$ cat src/uets_pkg.sv
package uets_pkg;

    // width of the max packet register and of packet lengths
    localparam int PKT_W = 10;

    // width of the fixed length fields on the ports
    localparam int PORT_LEN_W = 16;

    // action codes
    localparam logic [2:0] ACT_START_TX   = 3'd0;
    localparam logic [2:0] ACT_START_RX   = 3'd1;
    localparam logic [2:0] ACT_IN_DONE    = 3'd2;
    localparam logic [2:0] ACT_OUT_DONE   = 3'd3;
    localparam logic [2:0] ACT_SET_TOGGLE = 3'd4;

    // result kinds
    localparam logic [1:0] KIND_QUEUE = 2'd0;
    localparam logic [1:0] KIND_DONE  = 2'd1;
    localparam logic [1:0] KIND_NONE  = 2'd2;

    // pipe indexes
    localparam logic PIPE_RX = 1'b0;
    localparam logic PIPE_TX = 1'b1;

    // status of the remainder unit
    typedef struct packed {
        logic done;
        logic zero;
    } rem_status_t;

endpackage

$ cat src/uets_rem_unit.sv
module uets_rem_unit #(
    parameter int LENGTH_BITS = 16
) (
    input  logic                          clk,
    input  logic                          rst_n,
    input  logic                          start,
    input  logic [LENGTH_BITS-1:0]        dividend,
    input  logic [uets_pkg::PKT_W-1:0]    divisor,
    output uets_pkg::rem_status_t         status
);

    localparam int CNT_W = $clog2(LENGTH_BITS + 1);
    localparam int W     = uets_pkg::PKT_W;

    logic [W-1:0]           rem_reg, rem_next;
    logic [LENGTH_BITS-1:0] quo_reg, quo_next;
    logic [CNT_W-1:0]       count_reg, count_next;
    logic                   done_reg, done_next;
    logic [W:0]             trial;
    logic [W:0]             diff;

    // one restoring step: shift in the next dividend bit, subtract if it fits
    assign trial = {rem_reg, quo_reg[LENGTH_BITS-1]};
    assign diff  = trial - {1'b0, divisor};

    always_comb
    begin
        rem_next   = rem_reg;
        quo_next   = quo_reg;
        count_next = count_reg;
        done_next  = done_reg;
        if (start)
        begin
            rem_next   = '0;
            quo_next   = dividend;
            count_next = CNT_W'(LENGTH_BITS);
            done_next  = 1'b0;
        end
        else if (count_reg != '0)
        begin
            if (trial >= {1'b0, divisor})
                rem_next = diff[W-1:0];
            else
                rem_next = trial[W-1:0];
            quo_next   = {quo_reg[LENGTH_BITS-2:0], 1'b0};
            count_next = count_reg - 1'b1;
            if (count_reg == CNT_W'(1))
                done_next = 1'b1;
        end
    end

    always_ff @(posedge clk or negedge rst_n)
    begin
        if (!rst_n)
        begin
            rem_reg   <= '0;
            quo_reg   <= '0;
            count_reg <= '0;
            done_reg  <= 1'b0;
        end
        else
        begin
            rem_reg   <= rem_next;
            quo_reg   <= quo_next;
            count_reg <= count_next;
            done_reg  <= done_next;
        end
    end

    assign status.done = done_reg;
    assign status.zero = (rem_reg == '0);

endmodule

$ cat src/usb_endpoint_transfer_segmenter.sv
// channel   signals                                  direction
// item      item_valid, item_stall, action .. toggle  beat in
// result    result_valid, result_stall, kind .. done  beat out
// config    max_packet_write, max_packet_data         write only
//
// start_tx steps: capture, one remainder bit a cycle of the clipped length by
// max_packet in the remainder unit, a check that it has finished, then emit.
// every other action is captured, then updated and emitted.
// an item is taken only when the sequencer is idle; a finished result waits
// in the output register while the next item is captured.
// asynchronous active-low reset clears all pipe state, max_packet goes to 64.
module usb_endpoint_transfer_segmenter #(
    parameter int LENGTH_BITS = 16
) (
    input  logic        clk,
    input  logic        rst_n,

    input  logic        max_packet_write,
    input  logic [9:0]  max_packet_data,

    input  logic        item_valid,
    output logic        item_stall,
    input  logic [2:0]  action,
    input  logic [15:0] length,
    input  logic [15:0] request_length,
    input  logic [9:0]  received_length,
    input  logic        pipe_select,
    input  logic        toggle_value,

    output logic        result_valid,
    input  logic        result_stall,
    output logic [1:0]  kind,
    output logic        pipe_dir,
    output logic [15:0] offset,
    output logic [9:0]  packet_length,
    output logic        data_toggle,
    output logic        bank,
    output logic [15:0] done_length
);

    localparam int L  = LENGTH_BITS;
    localparam int PW = uets_pkg::PKT_W;
    localparam int CW = (L > PW) ? L : PW;
    localparam int OW = uets_pkg::PORT_LEN_W;

    localparam logic [1:0] S_IDLE = 2'd0;
    localparam logic [1:0] S_DIV  = 2'd1;
    localparam logic [1:0] S_EMIT = 2'd2;

    logic [1:0]    state_reg, state_next;
    logic [PW-1:0] max_packet_reg;

    // captured item
    logic [2:0]    action_reg;
    logic [L-1:0]  len_reg;
    logic [L-1:0]  req_reg;
    logic [PW-1:0] rcv_reg;
    logic          psel_reg;
    logic          tval_reg;

    // pipe state, index 0 receive, 1 transmit
    logic [1:0]    toggle_reg, toggle_next;
    logic [1:0]    bank_reg, bank_next;
    logic [L-1:0]  off_rx_reg, off_rx_next;
    logic [L-1:0]  off_tx_reg, off_tx_next;
    logic [L-1:0]  rem_rx_reg, rem_rx_next;
    logic [L-1:0]  rem_tx_reg, rem_tx_next;
    logic          zlp_reg, zlp_next;

    // output register
    logic          result_valid_reg, result_valid_next;
    logic [1:0]    kind_reg, kind_next;
    logic          pipe_reg, pipe_next;
    logic [L-1:0]  off_out_reg, off_out_next;
    logic [PW-1:0] plen_reg, plen_next;
    logic          dtog_reg, dtog_next;
    logic          bank_out_reg, bank_out_next;
    logic [L-1:0]  done_reg, done_next;

    logic          accept;
    logic          emit_ok;
    logic [PW-1:0] mp;
    logic [L-1:0]  in_len;
    logic [L-1:0]  in_req;
    logic [L-1:0]  in_clip;
    logic [L-1:0]  clip_reg;

    logic [L-1:0]  tx_rem;
    logic [L-1:0]  tx_off;
    logic          tx_zlp;
    logic          tx_tog;
    logic [CW-1:0] tx_chunk;
    logic [CW-1:0] rx_first;
    logic [L-1:0]  rx_rem_new;
    logic [L-1:0]  rx_off_new;
    logic [CW-1:0] rx_chunk;

    uets_pkg::rem_status_t rem_status;

    assign accept     = item_valid && !item_stall;
    assign item_stall = (state_reg != S_IDLE);
    assign emit_ok    = (state_reg == S_EMIT) && (!result_valid_reg || !result_stall);
    assign mp         = (max_packet_reg == '0) ? PW'(1) : max_packet_reg;

    // clip the transmit length to the host request at capture
    assign in_len  = L'(length);
    assign in_req  = L'(request_length);
    assign in_clip = (in_len > in_req) ? in_req : in_len;

    uets_rem_unit #(
        .LENGTH_BITS (L)
    ) u_rem (
        .clk      (clk),
        .rst_n    (rst_n),
        .start    (accept && (action == uets_pkg::ACT_START_TX)),
        .dividend (in_clip),
        .divisor  (mp),
        .status   (rem_status)
    );

    // sequencer
    always_comb
    begin
        state_next = state_reg;
        case (state_reg)
            S_IDLE:
            begin
                if (accept)
                    state_next = (action == uets_pkg::ACT_START_TX) ? S_DIV : S_EMIT;
            end
            S_DIV:
            begin
                if (rem_status.done)
                    state_next = S_EMIT;
            end
            S_EMIT:
            begin
                if (emit_ok)
                    state_next = S_IDLE;
            end
            default: state_next = S_IDLE;
        endcase
    end

    // transmit pipe view for the next IN packet
    always_comb
    begin
        if (action_reg == uets_pkg::ACT_START_TX)
        begin
            tx_rem = clip_reg;
            tx_off = '0;
            tx_zlp = (clip_reg < req_reg) && rem_status.zero;
            tx_tog = toggle_reg[1];
        end
        else
        begin
            tx_rem = rem_tx_reg;
            tx_off = off_tx_reg;
            tx_zlp = zlp_reg;
            tx_tog = ~toggle_reg[1];
        end
        tx_chunk = (CW'(tx_rem) < CW'(mp)) ? CW'(tx_rem) : CW'(mp);
    end

    // receive pipe arithmetic
    assign rx_first   = (CW'(len_reg) < CW'(mp)) ? CW'(len_reg) : CW'(mp);
    assign rx_rem_new = (CW'(rcv_reg) >= CW'(rem_rx_reg)) ? '0 : (rem_rx_reg - L'(rcv_reg));
    assign rx_off_new = off_rx_reg + L'(rcv_reg);
    assign rx_chunk   = (CW'(rx_rem_new) < CW'(mp)) ? CW'(rx_rem_new) : CW'(mp);

    // state update and result
    always_comb
    begin
        toggle_next   = toggle_reg;
        bank_next     = bank_reg;
        off_rx_next   = off_rx_reg;
        off_tx_next   = off_tx_reg;
        rem_rx_next   = rem_rx_reg;
        rem_tx_next   = rem_tx_reg;
        zlp_next      = zlp_reg;
        kind_next     = kind_reg;
        pipe_next     = pipe_reg;
        off_out_next  = off_out_reg;
        plen_next     = plen_reg;
        dtog_next     = dtog_reg;
        bank_out_next = bank_out_reg;
        done_next     = done_reg;

        if (result_valid_reg && !result_stall)
            result_valid_next = 1'b0;
        else
            result_valid_next = result_valid_reg;

        if (emit_ok)
        begin
            result_valid_next = 1'b1;
            kind_next         = uets_pkg::KIND_NONE;
            pipe_next         = uets_pkg::PIPE_RX;
            off_out_next      = '0;
            plen_next         = '0;
            bank_out_next     = 1'b0;
            done_next         = '0;
            dtog_next         = toggle_reg[0];
            case (action_reg)
                uets_pkg::ACT_START_TX, uets_pkg::ACT_IN_DONE:
                begin
                    toggle_next[1] = tx_tog;
                    pipe_next      = uets_pkg::PIPE_TX;
                    dtog_next      = tx_tog;
                    off_tx_next    = tx_off;
                    rem_tx_next    = tx_rem;
                    zlp_next       = tx_zlp;
                    if (tx_rem != '0)
                    begin
                        off_tx_next   = tx_off + L'(tx_chunk);
                        rem_tx_next   = tx_rem - L'(tx_chunk);
                        bank_next[1]  = ~bank_reg[1];
                        kind_next     = uets_pkg::KIND_QUEUE;
                        off_out_next  = tx_off;
                        plen_next     = PW'(tx_chunk);
                        bank_out_next = bank_reg[1];
                    end
                    else if (tx_zlp)
                    begin
                        zlp_next      = 1'b0;
                        bank_next[1]  = ~bank_reg[1];
                        kind_next     = uets_pkg::KIND_QUEUE;
                        off_out_next  = tx_off;
                        bank_out_next = bank_reg[1];
                    end
                    else
                    begin
                        kind_next = uets_pkg::KIND_DONE;
                    end
                end
                uets_pkg::ACT_START_RX:
                begin
                    rem_rx_next   = len_reg;
                    off_rx_next   = '0;
                    kind_next     = uets_pkg::KIND_QUEUE;
                    plen_next     = PW'(rx_first);
                    bank_out_next = bank_reg[0];
                end
                uets_pkg::ACT_OUT_DONE:
                begin
                    toggle_next[0] = ~toggle_reg[0];
                    bank_next[0]   = ~bank_reg[0];
                    rem_rx_next    = rx_rem_new;
                    off_rx_next    = rx_off_new;
                    dtog_next      = ~toggle_reg[0];
                    if ((rcv_reg < mp) || (rx_rem_new == '0))
                    begin
                        kind_next = uets_pkg::KIND_DONE;
                        done_next = rx_off_new;
                    end
                    else
                    begin
                        kind_next     = uets_pkg::KIND_QUEUE;
                        off_out_next  = rx_off_new;
                        plen_next     = PW'(rx_chunk);
                        bank_out_next = ~bank_reg[0];
                    end
                end
                uets_pkg::ACT_SET_TOGGLE:
                begin
                    toggle_next[psel_reg] = tval_reg;
                    pipe_next             = psel_reg;
                    dtog_next             = tval_reg;
                end
                default:
                begin
                    kind_next = uets_pkg::KIND_NONE;
                end
            endcase
        end
    end

    // config register
    always_ff @(posedge clk or negedge rst_n)
    begin
        if (!rst_n)
            max_packet_reg <= PW'(64);
        else if (max_packet_write)
            max_packet_reg <= max_packet_data;
    end

    // item capture
    always_ff @(posedge clk)
    begin
        if (accept)
        begin
            action_reg <= action;
            len_reg    <= in_len;
            req_reg    <= in_req;
            clip_reg   <= in_clip;
            rcv_reg    <= received_length;
            psel_reg   <= pipe_select;
            tval_reg   <= toggle_value;
        end
    end

    // control, pipe state and output register
    always_ff @(posedge clk or negedge rst_n)
    begin
        if (!rst_n)
        begin
            state_reg        <= S_IDLE;
            toggle_reg       <= '0;
            bank_reg         <= '0;
            off_rx_reg       <= '0;
            off_tx_reg       <= '0;
            rem_rx_reg       <= '0;
            rem_tx_reg       <= '0;
            zlp_reg          <= 1'b0;
            result_valid_reg <= 1'b0;
        end
        else
        begin
            state_reg        <= state_next;
            toggle_reg       <= toggle_next;
            bank_reg         <= bank_next;
            off_rx_reg       <= off_rx_next;
            off_tx_reg       <= off_tx_next;
            rem_rx_reg       <= rem_rx_next;
            rem_tx_reg       <= rem_tx_next;
            zlp_reg          <= zlp_next;
            result_valid_reg <= result_valid_next;
        end
    end

    always_ff @(posedge clk)
    begin
        kind_reg     <= kind_next;
        pipe_reg     <= pipe_next;
        off_out_reg  <= off_out_next;
        plen_reg     <= plen_next;
        dtog_reg     <= dtog_next;
        bank_out_reg <= bank_out_next;
        done_reg     <= done_next;
    end

    assign result_valid  = result_valid_reg;
    assign kind          = kind_reg;
    assign pipe_dir      = pipe_reg;
    assign offset        = OW'(off_out_reg);
    assign packet_length = plen_reg;
    assign data_toggle   = dtog_reg;
    assign bank          = bank_out_reg;
    assign done_length   = OW'(done_reg);

endmodule

$ cat config.mk
export PLATFORM = sky130hd
export DESIGN_NAME = usb_endpoint_transfer_segmenter
export DESIGN_NICKNAME = d
export VERILOG_FILES = /design/src/uets_pkg.sv /design/src/uets_rem_unit.sv /design/src/usb_endpoint_transfer_segmenter.sv
export SDC_FILE = /design/constraint.sdc
export NUM_CORES = 1
export LEC_CHECK = 0
export ABC_AREA = 0
export BUFFER_PORTS_ARGS = -buffer_cell sky130_fd_sc_hd__buf_2
export CAP_MARGIN = 10
export CORE_MARGIN = 4
export CORE_UTILIZATION = 40
export CTS_CLUSTER_DIAMETER = 150
export DETAILED_ROUTE_END_ITERATION = 10
export PLACE_DENSITY = 0.63
export SLEW_MARGIN = 15
export SYNTH_ARGS = -nofsm -noshare
export SYNTH_HDL_FRONTEND = slang
export SYNTH_SLANG_ARGS = --single-unit
$ cat constraint.sdc
create_clock -name clk -period 7.1 [get_ports clk]
set_clock_uncertainty 0.2 [all_clocks]
set_input_delay 0.355 -clock clk [delete_from_list [all_inputs] [get_ports clk]]
set_output_delay 0.355 -clock clk [all_outputs]
set_load 0.01 [all_outputs]
## Word-level counts from Yosys, hierarchy flattened

Cells that the tools add are included.

| cells by class | value |
|---|---|
| muxes and demuxes | 56 |
| equality and inequality tests | 10 |
| bitwise operators | 4 |
| magnitude comparators | 10 |
| reductions and logical operators | 37 |
| $add $sub $neg | 6 |

Operators with widths:

| kind | count |
|---|---|
| two-way mux 16 bit | 12 |
| case mux 16 bit (2 select lines) | 3 |
| two-way mux 10 bit | 8 |
| less-than comparator 16 x 10 -> 1 bit | 3 |
| case mux 10 bit (3 select lines) | 1 |
| zero test 10 bit | 2 |
| adder 16 x 10 -> 16 bit | 1 |
| adder 16 bit | 1 |
| greater-or-equal comparator 10 x 16 -> 1 bit | 1 |
| > comparator 16 bit | 1 |
| zero test 16 bit | 1 |
| less-than comparator 16 bit | 1 |
| two-way mux 1 bit | 16 |
| nonzero test 16 bit | 1 |
| nonzero test 2 bit | 8 |
| subtractor 16 x 10 -> 16 bit | 1 |
| subtractor 16 bit | 1 |
| AND reduction 2 bit | 7 |
| case mux 2 bit (3 select lines) | 2 |
| greater-or-equal comparator 11 x 10 -> 1 bit | 1 |
| less-than comparator 10 bit | 1 |
| two-way mux 2 bit | 5 |
| two-way mux 5 bit | 2 |
| subtractor 10 bit | 1 |
| 24 further kinds | 42 |

| storage, ports and cells | value |
|---|---|
| flip-flop bits (word level) | 224 |
| bits of input ports | 62 |
| output and inout bits | 49 |

## Longest topological paths before layout

Gate-level depths: netlist of the first run.

| logic depth | value |
|---|---|
| word-level depth | 6 |
| mapped depth | 24 |
| gate-level depth less buffers | 22 |

## Cells and area by module

Synthesis of the first run repeated with hierarchy kept, for this count alone.

| second synthesis, totals | value |
|---|---|
| cells, all modules | 1439 |
| area total of the unflattened synthesis | 14244.9 µm² |

Modules (own cells, without submodules):

| module | cells an instance | instances | area an instance (µm²) |
|---|---|---|---|
| usb_endpoint_transfer_segmenter | 1222 | 1 | 12214.2 |
| uets_rem_unit | 217 | 1 | 2030.7 |

## Least setup slack after synthesis of the first run

OpenSTA, ideal clock, no wires.

| timing | value |
|---|---|
| path type | register to register |
| from | reg action_reg[2] |
| to | reg rem_tx_reg[13] |
| library setup time | 87 ps |
| arrival time | 5835 ps |
| cell stages (with the launch flop) | 25 |
| required time | 6813 ps |
| path slack | 978 ps |
| path through | edfxtp_1 clkbuf_1 nor3_2 clkbuf_1 nand2_1 nand2_1 ha_1 o21a_1 o21ai_0 a31oi_1 o2111ai_1 a21oi_1 a2111oi_4 mux2i_1 inv_1 ha_1 nor2b_1 o21ai_0 a21boi_0 o21ai_0 a21oi_1 a31o_2 a2111oi_0 mux2_2 o211ai_1 |

| between the ends | value |
|---|---|
| word-level cells in the longest chain between the ends | 6 |

Ends and longest elaborated chain:

| what | line | RTL |
|---|---|---|
| from (decl) | usb_endpoint_transfer_segmenter.sv:54 | `logic [2:0] action_reg;` |
| from (signal assigned) | usb_endpoint_transfer_segmenter.sv:292 | `action_reg <= action;` |
| zero test 3 bit | usb_endpoint_transfer_segmenter.sv:148, usb_endpoint_transfer_segmenter.sv:204 |  |
| two-way mux 16 bit | usb_endpoint_transfer_segmenter.sv:148 | `if (action_reg == uets_pkg::ACT_START_TX)` |
| less-than comparator 16 x 10 -> 1 bit | usb_endpoint_transfer_segmenter.sv:162 | `tx_chunk = (CW'(tx_rem) < CW'(mp)) ? CW'(tx_rem) : CW'(mp);` |
| two-way mux 16 bit | usb_endpoint_transfer_segmenter.sv:162 |  |
| subtractor 16 bit | usb_endpoint_transfer_segmenter.sv:216 | `rem_tx_next = tx_rem - L'(tx_chunk);` |
| two-way mux 16 bit | usb_endpoint_transfer_segmenter.sv:213 | `if (tx_rem != '0)` |
| to (signal assigned) | usb_endpoint_transfer_segmenter.sv:325 | `rem_tx_reg <= rem_tx_next;` |
| to (decl) | usb_endpoint_transfer_segmenter.sv:67 | `logic [L-1:0] rem_tx_reg, rem_tx_next;` |

Several ways; a longest one is shown, not always the timed one.
A chain may end at the register's enable or synchronous reset.

## Worst setup path after layout of the first run

| timing | value |
|---|---|
| from | reg action_reg[2] |
| to | reg off_tx_reg[14] |

| between the ends | value |
|---|---|
| word-level cells in the longest chain between the ends | 6 |

Ends and longest elaborated chain:

| what | line | RTL |
|---|---|---|
| zero test 3 bit | usb_endpoint_transfer_segmenter.sv:148, usb_endpoint_transfer_segmenter.sv:204 |  |
| two-way mux 16 bit | usb_endpoint_transfer_segmenter.sv:148 |  |
| less-than comparator 16 x 10 -> 1 bit | usb_endpoint_transfer_segmenter.sv:162 |  |
| two-way mux 16 bit | usb_endpoint_transfer_segmenter.sv:162 |  |
| adder 16 bit | usb_endpoint_transfer_segmenter.sv:215 | `off_tx_next = tx_off + L'(tx_chunk);` |
| two-way mux 16 bit | usb_endpoint_transfer_segmenter.sv:213 |  |
| to (signal assigned) | usb_endpoint_transfer_segmenter.sv:323 | `off_tx_reg <= off_tx_next;` |
| to (decl) | usb_endpoint_transfer_segmenter.sv:65 | `logic [L-1:0] off_tx_reg, off_tx_next;` |

Several ways; a longest one is shown, not always the timed one.

==> results of run 1 <==
cells in the final DEF, fill, tap and decap left out, types with 28 or more instances in the layout:
cell type	count
edfxtp_1	110
dfrtp_1	113
o21ai_0	87
nor2_1	116
buf_2	109
inv_1	96
a21o_1	29
a21oi_1	77
nand2_1	169
mux2_2	32
ha_1	125
dlygate4sd3_1	60
mux2i_1	34
xnor2_1	28
stage by stage:
stage	utilization, %	instance area (µm²)	total power, mW
detailed placement	43.9	15300	4.74
CTS	48.1	16700	6.13
global route	48.1	16700	6.58
finish	48.1	16700	6.12
floorplan	-	14200	3.99
global placement	43.9	15300	4.67
where the power goes:
group          total [mW]  switching, mW  internal, mW
Clock                1.34          0.534         0.809
Sequential           2.08          0.315          1.77
Combinational        2.70           1.55          1.14
Total                6.12           2.40          3.72
area by class of cell:
class	instances	area, µm²	share of cell area, %
clock buffers	30	664	3.97
repair buffers	190	1300	7.79
flip-flops and latches	224	6160	36.8
inverters	96	360	2.15
multi-input cells	1082	7490	44.8
clock inverters	14	178	1.06
well taps	455	569	3.40
synthesized netlist by cell type, drive strengths merged (5+ instances only):
library cell,count
o22ai,18
xnor2,28
dfrtp,113
nand4,18
nor2,116
o21bai,6
a31o,5
a2111oi,6
nand3,27
inv,96
or3,10
o211ai,10
and3,12
and2,17
mux2i,35
nand2b,12
a21o,29
ha,125
mux2,32
o31ai,13
clkbuf,43
xor2,19
nand2,169
nor2b,15
a31oi,8
o21a,22
a21oi,78
edfxtp,110
a22o,26
nor3,29
a32o,5
fa,5
o21ai,89
buf,14
o41ai,8
a211oi,19
nor4,11
cells by family (layout without fill, tap and decap cells):
| logic type | after synthesis | count (layout) |
|---|---|---|
| mux | 67 | 67 |
| flops | 224 | 224 |
| xor+xnor | 47 | 47 |
| buf+inv | 153 | 330 |
| simple gates | 455 | 455 |
| other cells | 1 | 5 |
| fa+ha+maj | 131 | 131 |
| compound gates | 377 | 377 |
repair_timing:
action,CTS,global route
setup endpoints to repair,0,1
endpoints found under the hold margin,128,0
hold buffers,60,0
resized for setup,0,1
worst max-delay path, cell delays in order (launching register included):
cell and delay (ns):
edfxtp_1 0.56, or3_1 0.62, nand2_1 0.14, nand2_1 0.09, ha_1 0.28, o21a_1 0.17, o21ai_0 0.14, a31oi_1 0.06
o2111ai_1 0.20, a21oi_1 0.13, a2111oi_4 0.48, mux2i_1 0.24, ha_1 0.30, fa_1 0.41, a21o_1 0.18, a21oi_1 0.24
o21bai_1 0.12, a2111oi_1 0.59, o41ai_1 0.27, a2111o_1 0.45, a31oi_1 0.19, xnor2_1 0.08, a22o_1 0.19
layer usage:
layer  global-route usage, %  share of wire, %  vias to the layer above
met5                       0                 0                        -
met4                    8.15               4.2                        0
met3                    2.67               6.4                       93
met2                    34.9                45                      418
met1                    29.5                44                     5777
li1                        -                 -                     5643
worst max-delay path by stage:
stage,to,cells past startpoint,startpoint,slack (ns)
global route,off_tx_reg[14]$_DFFE_PN0P_,22,action_reg[2]$_DFFE_PP_,0.08
detailed placement,off_tx_reg[14]$_DFFE_PN0P_,22,action_reg[2]$_DFFE_PP_,0.60
global placement,off_tx_reg[14]$_DFFE_PN0P_,22,action_reg[2]$_DFFE_PP_,0.66
floorplan,rem_tx_reg[13]$_DFFE_PN0P_,24,action_reg[2]$_DFFE_PP_,0.98
finish,off_tx_reg[14]$_DFFE_PN0P_,22,action_reg[2]$_DFFE_PP_,0.65
CTS,off_tx_reg[14]$_DFFE_PN0P_,22,action_reg[2]$_DFFE_PP_,0.54
==> flow_summary.json, run 1 <==
{
  "ys_warn_count": 0,
  "whs_path_depth": 2,
  "cp-end-kind": "flop",
  "grt_overflow_total": 0,
  "yosys.area_share.simple_pct": 14.8,
  "dp_hpwl_um": 31000,
  "hold_slack_ns": 0.0228,
  "rows": 68,
  "clk_pin_slew_ns": 0.06,
  "reg2reg_to": "off_tx_reg[14]$_DFFE_PN0P_",
  "antennaDiodeCount": 0,
  "synth_cell_types": 74,
  "clk_path_buf_depth": 3,
  "cp.arrival_ns": 6.68,
  "track_usage_pct": 21.4,
  "grt_max_degree": 65,
  "place_inst": 1987,
  "vias": 11900,
  "drc": 0,
  "synth_top_family_by_area": "compound AO/OA/AOI/OAI gates",
  "antenna_found_initial": 0,
  "dr.pass1.iters": 6,
  "period_share_pct": 90.9,
  "synth_top_area_share_pct": 23.3,
  "routabilityCongestion": 0.903,
  "synth.ff_latch_count": 224,
  "num-fill-cells": 3175,
  "start_kind": "flop",
  "hold_viol": 0,
  "postCtsSetupBuffers": 0,
  "post-route-min-period_ns": 6.45,
  "synth_area_um2": 14200,
  "place_ws_ns": 0.604,
  "viasPerCell": 5.71,
  "rsz0062_at_grt": "false",
  "worstSetupPathType": "reg2reg",
  "max_cap_viol_count": 0,
  "ff2ff_setup_slack_ns": 0.65,
  "slew_headroom_pct": 23.9,
  "yosys.area.top_type": "edfxtp_1",
  "cp_max_fo": 11,
  "synthTopCellsByArea": "edfxtp_1 (23%), dfrtp_1 (20%), ha_1 (11%), nand2_1 (4.5%), o21ai_0 (3.1%)",
  "dieHeight_um": 196,
  "avgSynthCellArea_um2": 9.76,
  "root_buffer": "clkbuf_16",
  "cp.required_ns": 7.32,
  "die_w_um": 196,
  "fmax_mhz": 155,
  "syn_to_final_growth_pct": 17.8,
  "grt_pass1_vias": 11900,
  "drtAntennaViolNets": 0,
  "finalNetCount": 1810,
  "io-pin-count": 111,
  "synth_xor_area_share_pct": 2.90,
  "fin_cells": 2091,
  "cts_tree": "done",
  "min_to": "max_packet_reg[7]$_DFFE_PN0P_",
  "portBuffers": 110,
  "htree_levels": 1,
  "start_util_pct": 40.8,
  "wl_um": 41800,
  "die-area_um2": 38600,
  "ys_seq_area_share_pct": 43.4,
  "setup_tns_ns": 0,
  "r2r_cells": 22,
  "hold_class": "in2reg",
  "async_flop_share_pct": 50.9,
  "power_density_nw_per_um2": 366,
  "synth_edf_count": 110,
  "timing.rr.start": "action_reg[2]$_DFFE_PP_",
  "netlist_instances": 1455,
  "fin_ws_ns": 0.647,
  "routedWlPerCell_um": 20.0,
  "synth_compound_area_share_pct": 17.8,
  "min_from": "max_packet_write",
  "synth_flop_cell": "dfrtp_1",
  "synthMuxAreaShare_pct": 5.09,
  "clk_latency_ns": 0.53,
  "drive_gt1_share_pct": 13.4,
  "drv_slew": 0,
  "drtIter0Drc": 954,
  "tightestPinTransition_ns": 1.13,
  "vdd_drop_max_v": 0.000222,
  "outcome": "finished clean",
  "coreArea_um2": 34800,
  "yosys.area_share.adder_pct": 11.8,
  "cts_sinks": 224,
  "p_leak_nw": 7.38,
  "setup_viol": 0,
  "grt_pass1_wl_um": 66100,
  "cts_made_buffers": 24
}
Power figures use the tool's default switching activity.
==> run 2, diff against run 1 <==
GPL_ROUTABILITY_DRIVEN = 0   (was default)
REMOVE_ABC_BUFFERS = 1   (was default)
==> run 2 against run 1 <==
Critical path depth unchanged. Global-route usage decreased by 0.83 points. Hold slack improved by 0.025 ns. Highest routed layer unchanged. Via count decreased by 0.49%. Die area unchanged. Fmax decreased by 2.9%. Count of clock-buffer cells in the layout increased by 3.
==> flow_summary.json, run 2 (synthesis gave the netlist of run 1 again) <==
{
  "drtAntennaViolNets": 0,
  "antenna_found_initial": 0,
  "drive_gt1_share_pct": 13.3,
  "outcome": "finished clean",
  "routedWlPerCell_um": 19.4,
  "rsz0062_at_grt": "false",
  "setup_viol": 0,
  "vdd_drop_max_v": 0.000197,
  "start_kind": "flop",
  "final_cell_mix": "nand2_1 (169), ha_1 (125), nor2_1 (116)",
  "drv_slew": 0,
  "vias": 11900,
  "clk_pin_slew_ns": 0.07,
  "crit_chain": "or3_1 > nand2_1 > nand2_1 > ha_1 > o21a_1 > o21ai_0 > a31oi_1 > o2111ai_1 > a21oi_1 > a2111oi_4 > mux2i_1 > inv_1 > ha_1 > nor2b_1 > o21ai_0 > a21boi_0 > o21ai_0 > a21oi_1 > a31o_2 > a2111oi_1 > mux2_2 > o211ai_1",
  "cp.required_ns": 7.31,
  "setup_tns_ns": 0,
  "grt_overflow_total": 0,
  "htree_levels": 1,
  "p_clk_share_pct": 22.3,
  "grt_pass1_vias": 11700,
  "critPathSlowestCell": "or3_1",
  "dieHeight_um": 196,
  "register_area_um2": 6160,
  "max_cap_viol_count": 0,
  "io-pin-count": 111,
  "finalNetCount": 1809,
  "start_util_pct": 40.8,
  "dr_wl_met3_um": 2640,
  "crit_top_cell": "o21ai_0",
  "clk_path_buf_depth": 3,
  "timing.rr.start": "action_reg[2]$_DFFE_PP_",
  "postPlaceCellArea_um2": 15300,
  "wl_met1_um": 18300,
  "final_area_um2": 16700,
  "cts_made_buffers": 25,
  "pwr-share-seq_pct": 33.7,
  "die-area_um2": 38600,
  "worstSetupPathType": "reg2reg",
  "slew_headroom_pct": 24.7,
  "dr.pass1.iters": 7,
  "postCtsSetupBuffers": 0,
  "wl_met2_um": 18000,
  "grt_pass1_wl_um": 64200,
  "startpoint": "action_reg[2]$_DFFE_PP_",
  "finalPower_mw": 6.15,
  "root_buffer": "clkbuf_16",
  "cp.arrival_ns": 6.86,
  "p_leak_nw": 7.37,
  "dp_hpwl_um": 30000,
  "wl_um": 40600,
  "p_sw_mw": 2.39,
  "portBuffers": 110,
  "p_int_mw": 3.76,
  "grt_max_degree": 66,
  "clk_latency_ns": 0.53,
  "cts_sinks": 224,
  "rows": 68,
  "hold_viol": 0,
  "final_common_cell": "nand2_1",
  "fin_ws_ns": 0.453,
  "cp-end-kind": "flop",
  "fmax_mhz": 150,
  "die_w_um": 196,
  "syn_to_final_growth_pct": 17.8,
  "coreArea_um2": 34800,
  "place_inst": 1986,
  "hold_class": "in2reg",
  "cpPeakStageDelay_ns": 0.65,
  "num-fill-cells": 3186,
  "swShare_pct": 38.8,
  "place_ws_ns": 0.490,
  "cp_max_fo": 11,
  "cts_tree": "done",
  "multi_input_area_um2": 7490,
  "power_density_nw_per_um2": 368,
  "antennaDiodeCount": 0,
  "top_layer": "met4",
  "period_share_pct": 93.6,
  "fin_cells": 2089,
  "min_from": "max_packet_write",
  "p_comb_share_pct": 44.0,
  "drtIter0Drc": 968,
  "drc": 0,
  "track_usage_pct": 20.6,
  "post-route-min-period_ns": 6.65,
  "tightestPinTransition_ns": 1.12,
  "viasPerCell": 5.68
}
-- run 2: cell count changes in the layout (fill, tap and decap cells not counted) --
cell and change:
buf_4 -1, bufinv_16 +1, clkbuf_1 +3, clkinv_2 -3, dlygate4sd3_1 -1, clkinv_1 -1
-- run 2: routing by layer --
metal | vias to the layer above | track usage [%]
met5 | - | 0
met4 | 0 | 7.53
met3 | 94 | 2.68
met2 | 410 | 32.7
met1 | 5727 | 29.1
li1 | 5641 | -
-- run 2: power groups by stage --
stage | Sequential, mW | Clock, mW | Combinational [mW]
floorplan | 2.02 | 0 | 1.94
global placement | 2.08 | 0 | 2.58
detailed placement | 2.08 | 0 | 2.64
CTS | 2.07 | 1.40 | 2.69
global route | 2.11 | 1.45 | 3.03
finish | 2.07 | 1.37 | 2.71
-- run 2: cell type report --
| class | instances | share of cell area, % |
|---|---|---|
| multi-input combinational | 1082 | 44.8 |
| sequential | 224 | 36.8 |
| timing repair buffer | 188 | 7.69 |
| clock buffer | 33 | 4.04 |
| tap | 455 | 3.40 |
| inverter | 96 | 2.15 |
| clock inverter | 11 | 1.13 |
-- run 2: path summary, 6_finish.rpt --
path	depth (start not counted)	slack [ns]	end
min in group asynchronous	2	0.22	off_rx_reg[4]$_DFFE_PN0P_
max reg2reg	22	0.45	rem_tx_reg[13]$_DFFE_PN0P_
max	22	0.45	rem_tx_reg[13]$_DFFE_PN0P_
max in group asynchronous	3	5.08	rem_tx_reg[12]$_DFFE_PN0P_
min	3	0.05	max_packet_reg[7]$_DFFE_PN0P_
min reg2reg	1	0.28	bank_reg[1]$_DFFE_PN0P_
-- run 2: what timing repair did --
item                                    in CTS  in global routing
hold buffers                                59                  0
gates resized for setup                      0                  1
endpoints found under the setup margin       0                  1
hold endpoints to repair                   118                  0
-- run 2: worst max-delay path: cells and delay by family, from the launching register on --
| kind | cells | cell delay, ns |
|---|---|---|
| DFF | 1 | 0.56 |
| AOI/OAI and AO/OA | 13 | 3.02 |
| muxes | 2 | 1.04 |
| adders and majority gates | 2 | 0.57 |
| buffers and inverters | 1 | 0.11 |
| and+or+nand+nor | 4 | 1.04 |
-- run 2: per-stage QoR --
stage	util (%)	hold WS [ns]
2_1_floorplan	-	-0.141
3_3_place_gp	43.9	0.239
3_5_place_dp	43.9	0.236
4_1_cts	48.1	0.0155
5_1_grt	48.1	0.0672
6_report	48.1	0.0479
